### src/rtl/rld_pkg.sv
`default_nettype none
// ----------------------------------------------------------------------------
// rld_pkg
// Shared types, codes and reset constants of the raster line run decoder.
// ----------------------------------------------------------------------------
package rld_pkg;

	localparam int unsigned MAX_LINE_UNITS_DEF = 8192;
	localparam int unsigned QUEUE_DEPTH        = 4;
	localparam int unsigned CFG_DATA_W         = 16;
	localparam int unsigned CFG_INDEX_W        = 2;

	localparam logic [2:0]  UNIT_BYTES_RST = 3'd3;
	localparam logic [13:0] LINE_UNITS_RST = 14'd8192;
	localparam logic [15:0] PAGE_ROWS_RST  = 16'hffff;
	localparam logic        URF_MODE_RST   = 1'b0;

	localparam logic [7:0]  CODE_WHITE     = 8'd128;
	localparam logic [8:0]  CODE_VERB_BASE = 9'd257;
	localparam logic [31:0] WHITE_TWO      = 32'h0000_ffff;
	localparam logic [31:0] WHITE_THREE    = 32'h00ff_ffff;

	typedef enum logic [1:0] {
		CFG_UNIT_BYTES = 2'd0,
		CFG_LINE_UNITS = 2'd1,
		CFG_PAGE_ROWS  = 2'd2,
		CFG_URF_MODE   = 2'd3
	} cfg_index_t;

	typedef enum logic [1:0] {
		PH_REPEAT   = 2'd0,
		PH_CODE     = 2'd1,
		PH_RUN_UNIT = 2'd2,
		PH_VERBATIM = 2'd3
	} phase_t;

	// effective configuration as seen by the front end
	typedef struct packed {
		logic [2:0]  unit_bytes;
		logic [13:0] line_units;
		logic        urf_mode;
		logic        rows_reload;
		logic [15:0] rows_value;
	} cfg_t;

	// one decoded command: an optional pixel run, then an optional line end
	typedef struct packed {
		logic        has_run;
		logic        has_end;
		logic [31:0] unit_value;
		logic [12:0] start_unit;
		logic [13:0] run_length;
		logic        run_overrun;
		logic [8:0]  line_copies;
		logic        end_overrun;
		logic        page_done;
	} cmd_t;

	typedef struct packed {
		logic full;
		logic empty;
	} q_status_t;

endpackage
`default_nettype wire

### src/rtl/rld_front.sv
`default_nettype none
// ----------------------------------------------------------------------------
// rld_front
// Accepts stream bytes, tracks line and page state, builds decode commands.
// ----------------------------------------------------------------------------
module rld_front (
	input  wire logic          clk,
	input  wire logic          arst_n,
	input  wire rld_pkg::cfg_t cfg,
	input  wire logic          code_valid,
	output logic               code_ready,
	input  wire logic [7:0]    code_byte,
	input  wire logic          q_full,
	output logic               push,
	output rld_pkg::cmd_t      cmd
);

	rld_pkg::phase_t phase_q, phase_d;
	logic [1:0]  byte_in_unit_q;
	logic [31:0] unit_accum_q;
	logic [7:0]  units_left_q;
	logic [13:0] line_position_q;
	logic [7:0]  pending_repeat_q;
	logic [15:0] rows_left_q;

	logic        accept;
	logic        in_unit;
	logic        is_white;
	logic        unit_done;
	logic [31:0] accum_next;
	logic [13:0] room;
	logic [13:0] run_n;
	logic [13:0] run_len;
	logic        run_ovr;
	logic [13:0] pos_after_run;
	logic [7:0]  units_after;
	logic        fire_run;
	logic        fire_end;
	logic [8:0]  copies_raw;
	logic        copies_clip;
	logic [8:0]  copies;
	logic [15:0] rows_after;
	logic [31:0] white_value;

	assign code_ready = !q_full;
	assign accept     = code_valid && code_ready;

	assign in_unit    = (phase_q == rld_pkg::PH_RUN_UNIT) || (phase_q == rld_pkg::PH_VERBATIM);
	assign is_white   = cfg.urf_mode && (code_byte == rld_pkg::CODE_WHITE);
	assign unit_done  = (({1'b0, byte_in_unit_q} + 3'd1) >= cfg.unit_bytes);
	assign accum_next = {unit_accum_q[23:0], code_byte};

	assign room = (line_position_q < cfg.line_units) ? (cfg.line_units - line_position_q) : 14'd0;

	always_comb begin
		run_n = 14'd1;
		if (phase_q == rld_pkg::PH_CODE) begin
			run_n = room;
		end else if (phase_q == rld_pkg::PH_RUN_UNIT) begin
			run_n = {6'd0, units_left_q};
		end
	end

	assign run_len       = (run_n < room) ? run_n : room;
	assign run_ovr       = (run_n > room);
	assign pos_after_run = line_position_q + run_len;
	assign units_after   = (phase_q == rld_pkg::PH_RUN_UNIT) ? 8'd0 : (units_left_q - 8'd1);

	assign fire_run = ((phase_q == rld_pkg::PH_CODE) && is_white) || (in_unit && unit_done);
	assign fire_end = ((phase_q == rld_pkg::PH_CODE) && is_white)
		|| (in_unit && unit_done && (units_after == 8'd0) && (pos_after_run >= cfg.line_units));

	// clip copies to the rows still open in the page
	assign copies_raw  = {1'b0, pending_repeat_q} + 9'd1;
	assign copies_clip = ({7'd0, copies_raw} > rows_left_q);
	assign copies      = copies_clip ? rows_left_q[8:0] : copies_raw;
	assign rows_after  = rows_left_q - {7'd0, copies};

	always_comb begin
		case (cfg.unit_bytes)
			3'd2:    white_value = rld_pkg::WHITE_TWO;
			3'd3:    white_value = rld_pkg::WHITE_THREE;
			default: white_value = 32'd0;
		endcase
	end

	// next phase
	always_comb begin
		phase_d = phase_q;
		unique case (phase_q)
			rld_pkg::PH_REPEAT: begin
				phase_d = rld_pkg::PH_CODE;
			end
			rld_pkg::PH_CODE: begin
				if (is_white) begin
					phase_d = rld_pkg::PH_REPEAT;
				end else if (code_byte < rld_pkg::CODE_WHITE) begin
					phase_d = rld_pkg::PH_RUN_UNIT;
				end else begin
					phase_d = rld_pkg::PH_VERBATIM;
				end
			end
			rld_pkg::PH_RUN_UNIT, rld_pkg::PH_VERBATIM: begin
				if (unit_done && (units_after == 8'd0)) begin
					phase_d = fire_end ? rld_pkg::PH_REPEAT : rld_pkg::PH_CODE;
				end
			end
			default: phase_d = rld_pkg::PH_REPEAT;
		endcase
	end

	// command to the queue
	always_comb begin
		push            = accept && (fire_run || fire_end);
		cmd.has_run     = fire_run;
		cmd.has_end     = fire_end;
		cmd.unit_value  = (phase_q == rld_pkg::PH_CODE) ? white_value : accum_next;
		cmd.start_unit  = (run_len != 14'd0) ? line_position_q[12:0] : 13'd0;
		cmd.run_length  = run_len;
		cmd.run_overrun = run_ovr;
		cmd.line_copies = copies;
		cmd.end_overrun = copies_clip;
		cmd.page_done   = (rows_after == 16'd0);
	end

	always_ff @(posedge clk or negedge arst_n) begin
		if (!arst_n) begin
			phase_q          <= rld_pkg::PH_REPEAT;
			byte_in_unit_q   <= 2'd0;
			unit_accum_q     <= 32'd0;
			units_left_q     <= 8'd0;
			line_position_q  <= 14'd0;
			pending_repeat_q <= 8'd0;
			rows_left_q      <= rld_pkg::PAGE_ROWS_RST;
		end else begin
			if (cfg.rows_reload) begin
				rows_left_q <= cfg.rows_value;
			end
			if (accept) begin
				phase_q <= phase_d;
				if (phase_q == rld_pkg::PH_REPEAT) begin
					pending_repeat_q <= code_byte;
				end
				if (phase_q == rld_pkg::PH_CODE) begin
					byte_in_unit_q <= 2'd0;
					unit_accum_q   <= 32'd0;
					if (!is_white) begin
						units_left_q <= (code_byte < rld_pkg::CODE_WHITE)
							? (code_byte + 8'd1)
							: 8'(rld_pkg::CODE_VERB_BASE - {1'b0, code_byte});
					end
				end
				if (in_unit) begin
					if (unit_done) begin
						byte_in_unit_q <= 2'd0;
						unit_accum_q   <= 32'd0;
						units_left_q   <= units_after;
					end else begin
						byte_in_unit_q <= byte_in_unit_q + 2'd1;
						unit_accum_q   <= accum_next;
					end
				end
				if (fire_run) begin
					line_position_q <= pos_after_run;
				end
				// line end: rewind the line, count rows, reload at page end
				if (fire_end) begin
					line_position_q  <= 14'd0;
					pending_repeat_q <= 8'd0;
					rows_left_q      <= (rows_after == 16'd0) ? cfg.rows_value : rows_after;
				end
			end
		end
	end

endmodule
`default_nettype wire

### src/rtl/rld_fifo.sv
`default_nettype none
// ----------------------------------------------------------------------------
// rld_fifo
// Short command queue between the decode front end and the result back end.
// ----------------------------------------------------------------------------
module rld_fifo (
	input  wire logic           clk,
	input  wire logic           arst_n,
	input  wire logic           push,
	input  wire rld_pkg::cmd_t  cmd_in,
	input  wire logic           pop,
	output rld_pkg::cmd_t       head,
	output rld_pkg::q_status_t  status
);

	localparam int unsigned PTR_W = (rld_pkg::QUEUE_DEPTH > 1) ? $clog2(rld_pkg::QUEUE_DEPTH) : 1;
	localparam int unsigned CNT_W = $clog2(rld_pkg::QUEUE_DEPTH + 1);
	localparam logic [PTR_W-1:0] PTR_LAST = PTR_W'(rld_pkg::QUEUE_DEPTH - 1);
	localparam logic [CNT_W-1:0] CNT_FULL = CNT_W'(rld_pkg::QUEUE_DEPTH);

	rld_pkg::cmd_t    mem_q [rld_pkg::QUEUE_DEPTH];
	logic [PTR_W-1:0] wr_ptr_q;
	logic [PTR_W-1:0] rd_ptr_q;
	logic [CNT_W-1:0] count_q;
	logic             do_push;
	logic             do_pop;

	assign status.full  = (count_q == CNT_FULL);
	assign status.empty = (count_q == '0);
	assign do_push      = push && !status.full;
	assign do_pop       = pop && !status.empty;
	assign head         = mem_q[rd_ptr_q];

	always_ff @(posedge clk) begin
		if (do_push) begin
			mem_q[wr_ptr_q] <= cmd_in;
		end
	end

	always_ff @(posedge clk or negedge arst_n) begin
		if (!arst_n) begin
			wr_ptr_q <= '0;
			rd_ptr_q <= '0;
			count_q  <= '0;
		end else begin
			if (do_push) begin
				wr_ptr_q <= (wr_ptr_q == PTR_LAST) ? '0 : (wr_ptr_q + PTR_W'(1));
			end
			if (do_pop) begin
				rd_ptr_q <= (rd_ptr_q == PTR_LAST) ? '0 : (rd_ptr_q + PTR_W'(1));
			end
			if (do_push && !do_pop) begin
				count_q <= count_q + CNT_W'(1);
			end else if (do_pop && !do_push) begin
				count_q <= count_q - CNT_W'(1);
			end
		end
	end

endmodule
`default_nettype wire

### src/rtl/rld_back.sv
`default_nettype none
// ----------------------------------------------------------------------------
// rld_back
// Expands queued commands into result items in a registered output stage.
// ----------------------------------------------------------------------------
module rld_back (
	input  wire logic               clk,
	input  wire logic               arst_n,
	input  wire rld_pkg::cmd_t      head,
	input  wire rld_pkg::q_status_t status,
	output logic                    pop,
	input  wire logic               res_ready,
	output logic                    res_valid,
	output logic                    kind,
	output logic [31:0]             unit_value,
	output logic [12:0]             start_unit,
	output logic [13:0]             run_length,
	output logic [8:0]              line_copies,
	output logic                    overrun,
	output logic                    page_done,
	output logic                    last
);

	logic res_valid_q;
	logic run_sent_q;
	logic load;
	logic send_run;

	assign res_valid = res_valid_q;
	assign load      = !res_valid_q || res_ready;
	assign send_run  = head.has_run && !run_sent_q;
	// drop the command once its final item is loaded into the output stage
	assign pop       = load && !status.empty && (!send_run || !head.has_end);

	always_ff @(posedge clk or negedge arst_n) begin
		if (!arst_n) begin
			res_valid_q <= 1'b0;
			run_sent_q  <= 1'b0;
		end else if (load) begin
			res_valid_q <= !status.empty;
			if (!status.empty) begin
				run_sent_q <= send_run && head.has_end;
			end
		end
	end

	always_ff @(posedge clk) begin
		if (load && !status.empty) begin
			if (send_run) begin
				kind        <= 1'b0;
				unit_value  <= head.unit_value;
				start_unit  <= head.start_unit;
				run_length  <= head.run_length;
				line_copies <= 9'd0;
				overrun     <= head.run_overrun;
				page_done   <= 1'b0;
				last        <= !head.has_end;
			end else begin
				kind        <= 1'b1;
				unit_value  <= 32'd0;
				start_unit  <= 13'd0;
				run_length  <= 14'd0;
				line_copies <= head.line_copies;
				overrun     <= head.end_overrun;
				page_done   <= head.page_done;
				last        <= 1'b1;
			end
		end
	end

endmodule
`default_nettype wire

### src/rtl/raster_line_run_decoder.sv
`default_nettype none
// Path: accepted byte -> command queue -> registered output stage.
// Throughput: one byte per cycle while the queue is not full; a byte that causes a run
//   and a line end gives two result items, absorbed by the four-entry command queue.
// Reset: control and row state cleared at once, configuration to its defaults,
//   rows left loaded with the default page height; no clearing pass.
// ----------------------------------------------------------------------------
// raster_line_run_decoder
// Run-length raster decoder emitting pixel runs and line-end items.
// ----------------------------------------------------------------------------
module raster_line_run_decoder #(
	parameter int unsigned MAX_LINE_UNITS = rld_pkg::MAX_LINE_UNITS_DEF
) (
	input  wire logic                            clk,
	input  wire logic                            arst_n,
	input  wire logic                            cfg_we,
	input  wire logic [rld_pkg::CFG_INDEX_W-1:0] cfg_index,
	input  wire logic [rld_pkg::CFG_DATA_W-1:0]  cfg_data,
	input  wire logic                            code_valid,
	output logic                                 code_ready,
	input  wire logic [7:0]                      code_byte,
	output logic                                 res_valid,
	input  wire logic                            res_ready,
	output logic                                 kind,
	output logic [31:0]                          unit_value,
	output logic [12:0]                          start_unit,
	output logic [13:0]                          run_length,
	output logic [8:0]                           line_copies,
	output logic                                 overrun,
	output logic                                 page_done,
	output logic                                 last
);

	// Configuration registers, raw as written
	logic [2:0]  unit_bytes_q;
	logic [13:0] line_units_q;
	logic [15:0] page_rows_q;
	logic        urf_mode_q;

	rld_pkg::cfg_t      cfg;
	rld_pkg::cmd_t      cmd;
	rld_pkg::cmd_t      head;
	rld_pkg::q_status_t q_status;
	logic               push;
	logic               pop;
	logic               rows_write;
	logic [15:0]        rows_src;

	always_ff @(posedge clk or negedge arst_n) begin
		if (!arst_n) begin
			unit_bytes_q <= rld_pkg::UNIT_BYTES_RST;
			line_units_q <= rld_pkg::LINE_UNITS_RST;
			page_rows_q  <= rld_pkg::PAGE_ROWS_RST;
			urf_mode_q   <= rld_pkg::URF_MODE_RST;
		end else if (cfg_we) begin
			unique case (rld_pkg::cfg_index_t'(cfg_index))
				rld_pkg::CFG_UNIT_BYTES: unit_bytes_q <= cfg_data[2:0];
				rld_pkg::CFG_LINE_UNITS: line_units_q <= cfg_data[13:0];
				rld_pkg::CFG_PAGE_ROWS:  page_rows_q  <= cfg_data[15:0];
				rld_pkg::CFG_URF_MODE:   urf_mode_q   <= cfg_data[0];
				default: ;
			endcase
		end
	end

	// A page height write restarts the row count from the written value (zero as one)
	assign rows_write = cfg_we && (rld_pkg::cfg_index_t'(cfg_index) == rld_pkg::CFG_PAGE_ROWS);
	assign rows_src   = rows_write ? cfg_data[15:0] : page_rows_q;

	// Clamp the raw registers into their working ranges
	always_comb begin
		if (unit_bytes_q == 3'd0) begin
			cfg.unit_bytes = 3'd1;
		end else if (unit_bytes_q > 3'd4) begin
			cfg.unit_bytes = 3'd4;
		end else begin
			cfg.unit_bytes = unit_bytes_q;
		end
		if (line_units_q == 14'd0) begin
			cfg.line_units = 14'd1;
		end else if (32'(line_units_q) > MAX_LINE_UNITS) begin
			cfg.line_units = 14'(MAX_LINE_UNITS);
		end else begin
			cfg.line_units = line_units_q;
		end
		cfg.urf_mode    = urf_mode_q;
		cfg.rows_reload = rows_write;
		cfg.rows_value  = (rows_src == 16'd0) ? 16'd1 : rows_src;
	end

	// Front end: classify bytes, keep line and page state
	rld_front u_front (
		.clk        (clk),
		.arst_n     (arst_n),
		.cfg        (cfg),
		.code_valid (code_valid),
		.code_ready (code_ready),
		.code_byte  (code_byte),
		.q_full     (q_status.full),
		.push       (push),
		.cmd        (cmd)
	);

	// Queue: lets the front keep taking bytes while results wait
	rld_fifo u_fifo (
		.clk    (clk),
		.arst_n (arst_n),
		.push   (push),
		.cmd_in (cmd),
		.pop    (pop),
		.head   (head),
		.status (q_status)
	);

	// Back end: one result item per cycle from the queue head while the result side is ready
	rld_back u_back (
		.clk         (clk),
		.arst_n      (arst_n),
		.head        (head),
		.status      (q_status),
		.pop         (pop),
		.res_ready   (res_ready),
		.res_valid   (res_valid),
		.kind        (kind),
		.unit_value  (unit_value),
		.start_unit  (start_unit),
		.run_length  (run_length),
		.line_copies (line_copies),
		.overrun     (overrun),
		.page_done   (page_done),
		.last        (last)
	);

	// A line end always closes its byte's results
	a_end_is_last: assert property (@(posedge clk) disable iff (!arst_n)
		res_valid && kind |-> last)
		else $error("line end item without last");

	// A run that is not last is followed at once by its line end
	a_run_then_end: assert property (@(posedge clk) disable iff (!arst_n)
		res_valid && res_ready && !kind && !last |=> res_valid && kind)
		else $error("run without last not followed by line end");

	// An empty run carries no start position
	a_empty_run_start: assert property (@(posedge clk) disable iff (!arst_n)
		res_valid && (run_length == 14'd0) |-> (start_unit == 13'd0))
		else $error("empty run with nonzero start");

endmodule
`default_nettype wire
### config.mk
export PLATFORM = sky130hd
export DESIGN_NAME = raster_line_run_decoder
export DESIGN_NICKNAME = d
export VERILOG_FILES = /design/src/rtl/rld_pkg.sv /design/src/rtl/rld_front.sv /design/src/rtl/rld_fifo.sv /design/src/rtl/rld_back.sv /design/src/rtl/raster_line_run_decoder.sv
export SDC_FILE = /design/constraint.sdc
export NUM_CORES = 1
export LEC_CHECK = 0
export BUFFER_PORTS_ARGS = -buffer_cell sky130_fd_sc_hd__buf_4
export CAP_MARGIN = 30
export CORE_MARGIN = 10
export CORE_UTILIZATION = 39
export CTS_CLUSTER_DIAMETER = 80
export DETAILED_ROUTE_END_ITERATION = 12
export GPL_TIMING_DRIVEN = 0
export REMOVE_ABC_BUFFERS = 1
export SYNTH_ARGS = -nofsm -noshare
export SYNTH_HDL_FRONTEND = slang
export SYNTH_SLANG_ARGS = --single-unit
### constraint.sdc
create_clock -name clk -period 15.3 [get_ports clk]
set_input_delay 3.06 -clock clk [delete_from_list [all_inputs] [get_ports clk]]
set_output_delay 3.06 -clock clk [all_outputs]
set_load 0.02 [all_outputs]
==> run_results.csv <==
group,metric,value,unit
status,status,"completed",
hold_path,whs_endpoint,"u_fifo.count_q[2]",
sta,hold_viol,0,
worst_setup_path,worstReg2RegEnd,"u_front.rows_left_q[0]",
cts,cts-htree-levels,2,
synthesis,synth_seq_cells,481,
power,irDropWorstVdd,0.000120,V
routing,dr_wl_met2,24.2,mm
cts,clk_pin_slew,0.06,ns
routing,wire_per_inst,20.1,µm
worst_setup_path,cp-end-kind,"flip-flop",
floorplan,start_util,0.393,
routing,firstDrtPassIters,5,
global_route,grt_max_degree,88,
cts,cts.sinks,481,
floorplan,rows,88,
worst_setup_path,cp-start-kind,"flip-flop",
sta,period_share,0.694,
global_route,grt_overflow,0,
placement,dp_cells,2437,
placement,place_congestion,0.883,
worst_setup_path,crit_buf_inv,4,
floorplan,die_area,67900,µm²
final_layout,layout.area.seq,13900,µm²
placement,dp_hpwl,34.7,mm
cts,clk-insertion-delay-late,0.61,ns
routing,final_antenna_net_count,0,
global_route,antenna_found_initial,0,
final_layout,nNetsFinal,1846,
worst_setup_path,cp.arrival,11.13,ns
final_layout,finish.utilization,0.455,
sta,report.final.setup_viol,0,
global_route,grt_pass1_wl,80.6,mm
routing,drc,0,
worst_setup_path,reg2regPathDepth,38,
floorplan,io_pins,105,
final_layout,stdcell_area,26200,µm²
cts,clockBufferDepth,3,
worst_setup_path,cp_slowest_cell,"nor3_2",
hold_path,worstHoldPathType,"flip-flop to flip-flop",
worst_setup_path,critical-path-top-delay-family,"compound AO/OA/AOI/OAI gates",
cts,cts_hold_buffers,0,
final_layout,n_fill_cell,5109,
cts,cts_made_buffers,52,
final_layout,multi_input_area,8110,µm²
worst_setup_path,crit_required,15.82,ns
final_layout,final_cells,2533,
routing,wl_met1,23.6,mm
sta,period_needed,10.61,ns
power,p_per_area,246,nW/µm²
sta,clock.fmax,94.2,MHz
synthesis,postSynth.asyncResetShare,0.243,
synthesis,synth_area_per_cell,13.9,µm²
global_route,gr-usage-all-layers,0.150,
cts,cts_tree,"done",
placement,io_buffers,104,
worst_setup_path,path_max_fanout,14,
worst_setup_path,slowest_delay,0.74,ns
power,power,6.44,mW
job,drv_cap,0,
synthesis,synthesis.area,22600,µm²
power,p_leak,10.2,nW
sta,final-max-slew-violation-count,0,
sta,rsz0062_at_grt,"no",
routing,drtIter0Drc,893,
synthesis,syn_inst,1629,
worst_setup_path,worstSetupPathType,"flip-flop to flip-flop",
sta,worst_slew_pin_slew,1.04,ns
hold_path,min_path_cells,1,
routing,dr_total_vias,13600,
floorplan,core-area,57500,µm²
routing,viasPerCell,5.38,
sta,fin_worst_skew,0.0287,ns
synthesis,synth_flop_cell,"edfxtp_1",
worst_setup_path,rr_startpoint,"line_units_q[13]",
final_layout,drive_gt1_frac,0.221,
global_route,grt_pass1_vias,13900,
routing,dr_wl_met3,2.34,mm
final_layout,layout_commonest_cell,"edfxtp_1",
synthesis,synth_edf_count,364,
synthesis,yosys_warnings,0,
routing,drt_wl_total,50.9,mm
synthesis,synth_cell_types,77,
final_layout,area_growth,16.0,%
cts,cts.root.buffer_cell,"clkbuf_16",
sta,setup-tns-final,0,ns
hold_path,min_from,"u_fifo.count_q[2]",
synthesis,ys_seq_area_frac,0.616,
placement,detailed_place.area,24500,µm²
cts,cts_resized,0,
floorplan,fp.dieW,261,µm
final_layout,layout_common_cells,"edfxtp_1 (364), nand2_1 (139), buf_4 (105)",
worst_setup_path,reg2reg_slack,4.69,ns
routing,highest_layer,"met4",
sta,slew_headroom,0.303,
floorplan,die_h,261,µm
cts,postCtsSetupRepairBufs,0,
## state kept, by name (all words and copies together) (netlist names), 2 cells and up
name and cells:
u_fifo.wr_ptr_q 2, u_back.unit_value 32, unit_bytes_q 3, line_units_q 14, u_back.run_length 14, u_front.phase_q 2
u_front.rows_left_q 16, u_front.line_position_q 14, u_front.byte_in_unit_q 2, page_rows_q 16, u_fifo.rd_ptr_q 2, u_back.line_copies 9
u_fifo.count_q 3, u_back.start_unit 13, u_front.pending_repeat_q 8, u_front.unit_accum_q 24, u_front.units_left_q 8, u_fifo.mem_q 292
## cells in the mapped netlist (8+ instances only)
master      n  area, µm²
o21a_1     14        105
or3_1      12       75.1
edfxtp_1  364      10900
nand3_1    18       90.1
nand4_1    23        144
buf_1      11       41.3
nor4_1     14       87.6
mux4_2     73       1640
mux2i_1    15        150
and2_1     31        194
ha_1       84       1050
dfstp_2    35        920
a21oi_1    66        330
dfrtp_1    82       2050
nor2_1     60        225
a22o_1     31        272
a21oi_2    11       96.3
nor3_1     14       70.1
o21ai_0    44        220
xor2_1     22        193
a31oi_1     9       56.3
nand2b_1    9       56.3
and3_1     78        488
inv_1      72        270
nor2b_1    13       81.3
nand2_1   139        522
xnor2_1    27        236
o22ai_1    17        106
mux2_2     32        360
clkbuf_1   64        240
or2_2       8       50.1
a21o_1     32        240
o31ai_1    13       97.6
## worst max path at each step
stage                startpoint                       to  slack [ns]  depth (start not counted)
6_report       line_units_q[13]   u_front.rows_left_q[0]        4.69                         38
5_1_grt         line_units_q[2]   u_front.rows_left_q[0]        3.80                         40
4_1_cts         line_units_q[2]   u_front.rows_left_q[0]        4.15                         39
3_5_place_dp    line_units_q[2]   u_front.rows_left_q[0]        4.19                         39
3_3_place_gp    line_units_q[2]   u_front.rows_left_q[0]        3.82                         39
2_1_floorplan   line_units_q[0]  u_front.rows_left_q[10]        5.92                         39
## routing by layer
metal | track usage | up-vias
met5 | 0 | -
met4 | 0.0337 | 0
met3 | 0.0290 | 64
met2 | 0.241 | 234
met1 | 0.208 | 6912
li1 | - | 6424
## kinds of logic after synthesis
group,count (synthesis),synth area share
DFF,481,0.616
and+or+nand+nor,442,0.101
AOI/OAI and AO/OA,292,0.0901
buffers and inverters,155,0.0268
muxes,120,0.0955
adders and majority gates,89,0.0506
xor gates and xnor gates,50,0.0197
## cell type report
class / count / share of cell area
inverter: 73 / 0.0105
multi-input combinational: 993 / 0.310
clock buffer: 64 / 0.0546
tap: 765 / 0.0366
sequential: 481 / 0.531
antenna: 1 / 0.0000956
timing repair buffer: 126 / 0.0473
clock inverter: 30 / 0.00961
## per-stage QoR
stage                     hold WS, ns  setup WS (ns)
after floorplan                 0.458           5.92
after global placement          0.479           3.82
after detailed placement        0.486           4.19
after CTS                       0.496           4.15
after global routing            0.510           3.80
final                           0.497           4.69
## report_power, final
| part | internal, mW | switching [mW] |
|---|---|---|
| clock network | 0.701 | 0.521 |
| registers | 1.96 | 0.217 |
| logic | 1.27 | 1.77 |
## worst register-to-register path: cells and delay by family, from the launching register on
family / cells / cell delay, ns
adders and majority gates: 5 / 1.80
and+or+nand+nor: 7 / 2.79
AOI/OAI and AO/OA: 21 / 4.56
buffers and inverters: 4 / 0.60
xor gates and xnor gates: 1 / 0.12
DFF: 1 / 0.66
Power figures use the tool's default switching activity.
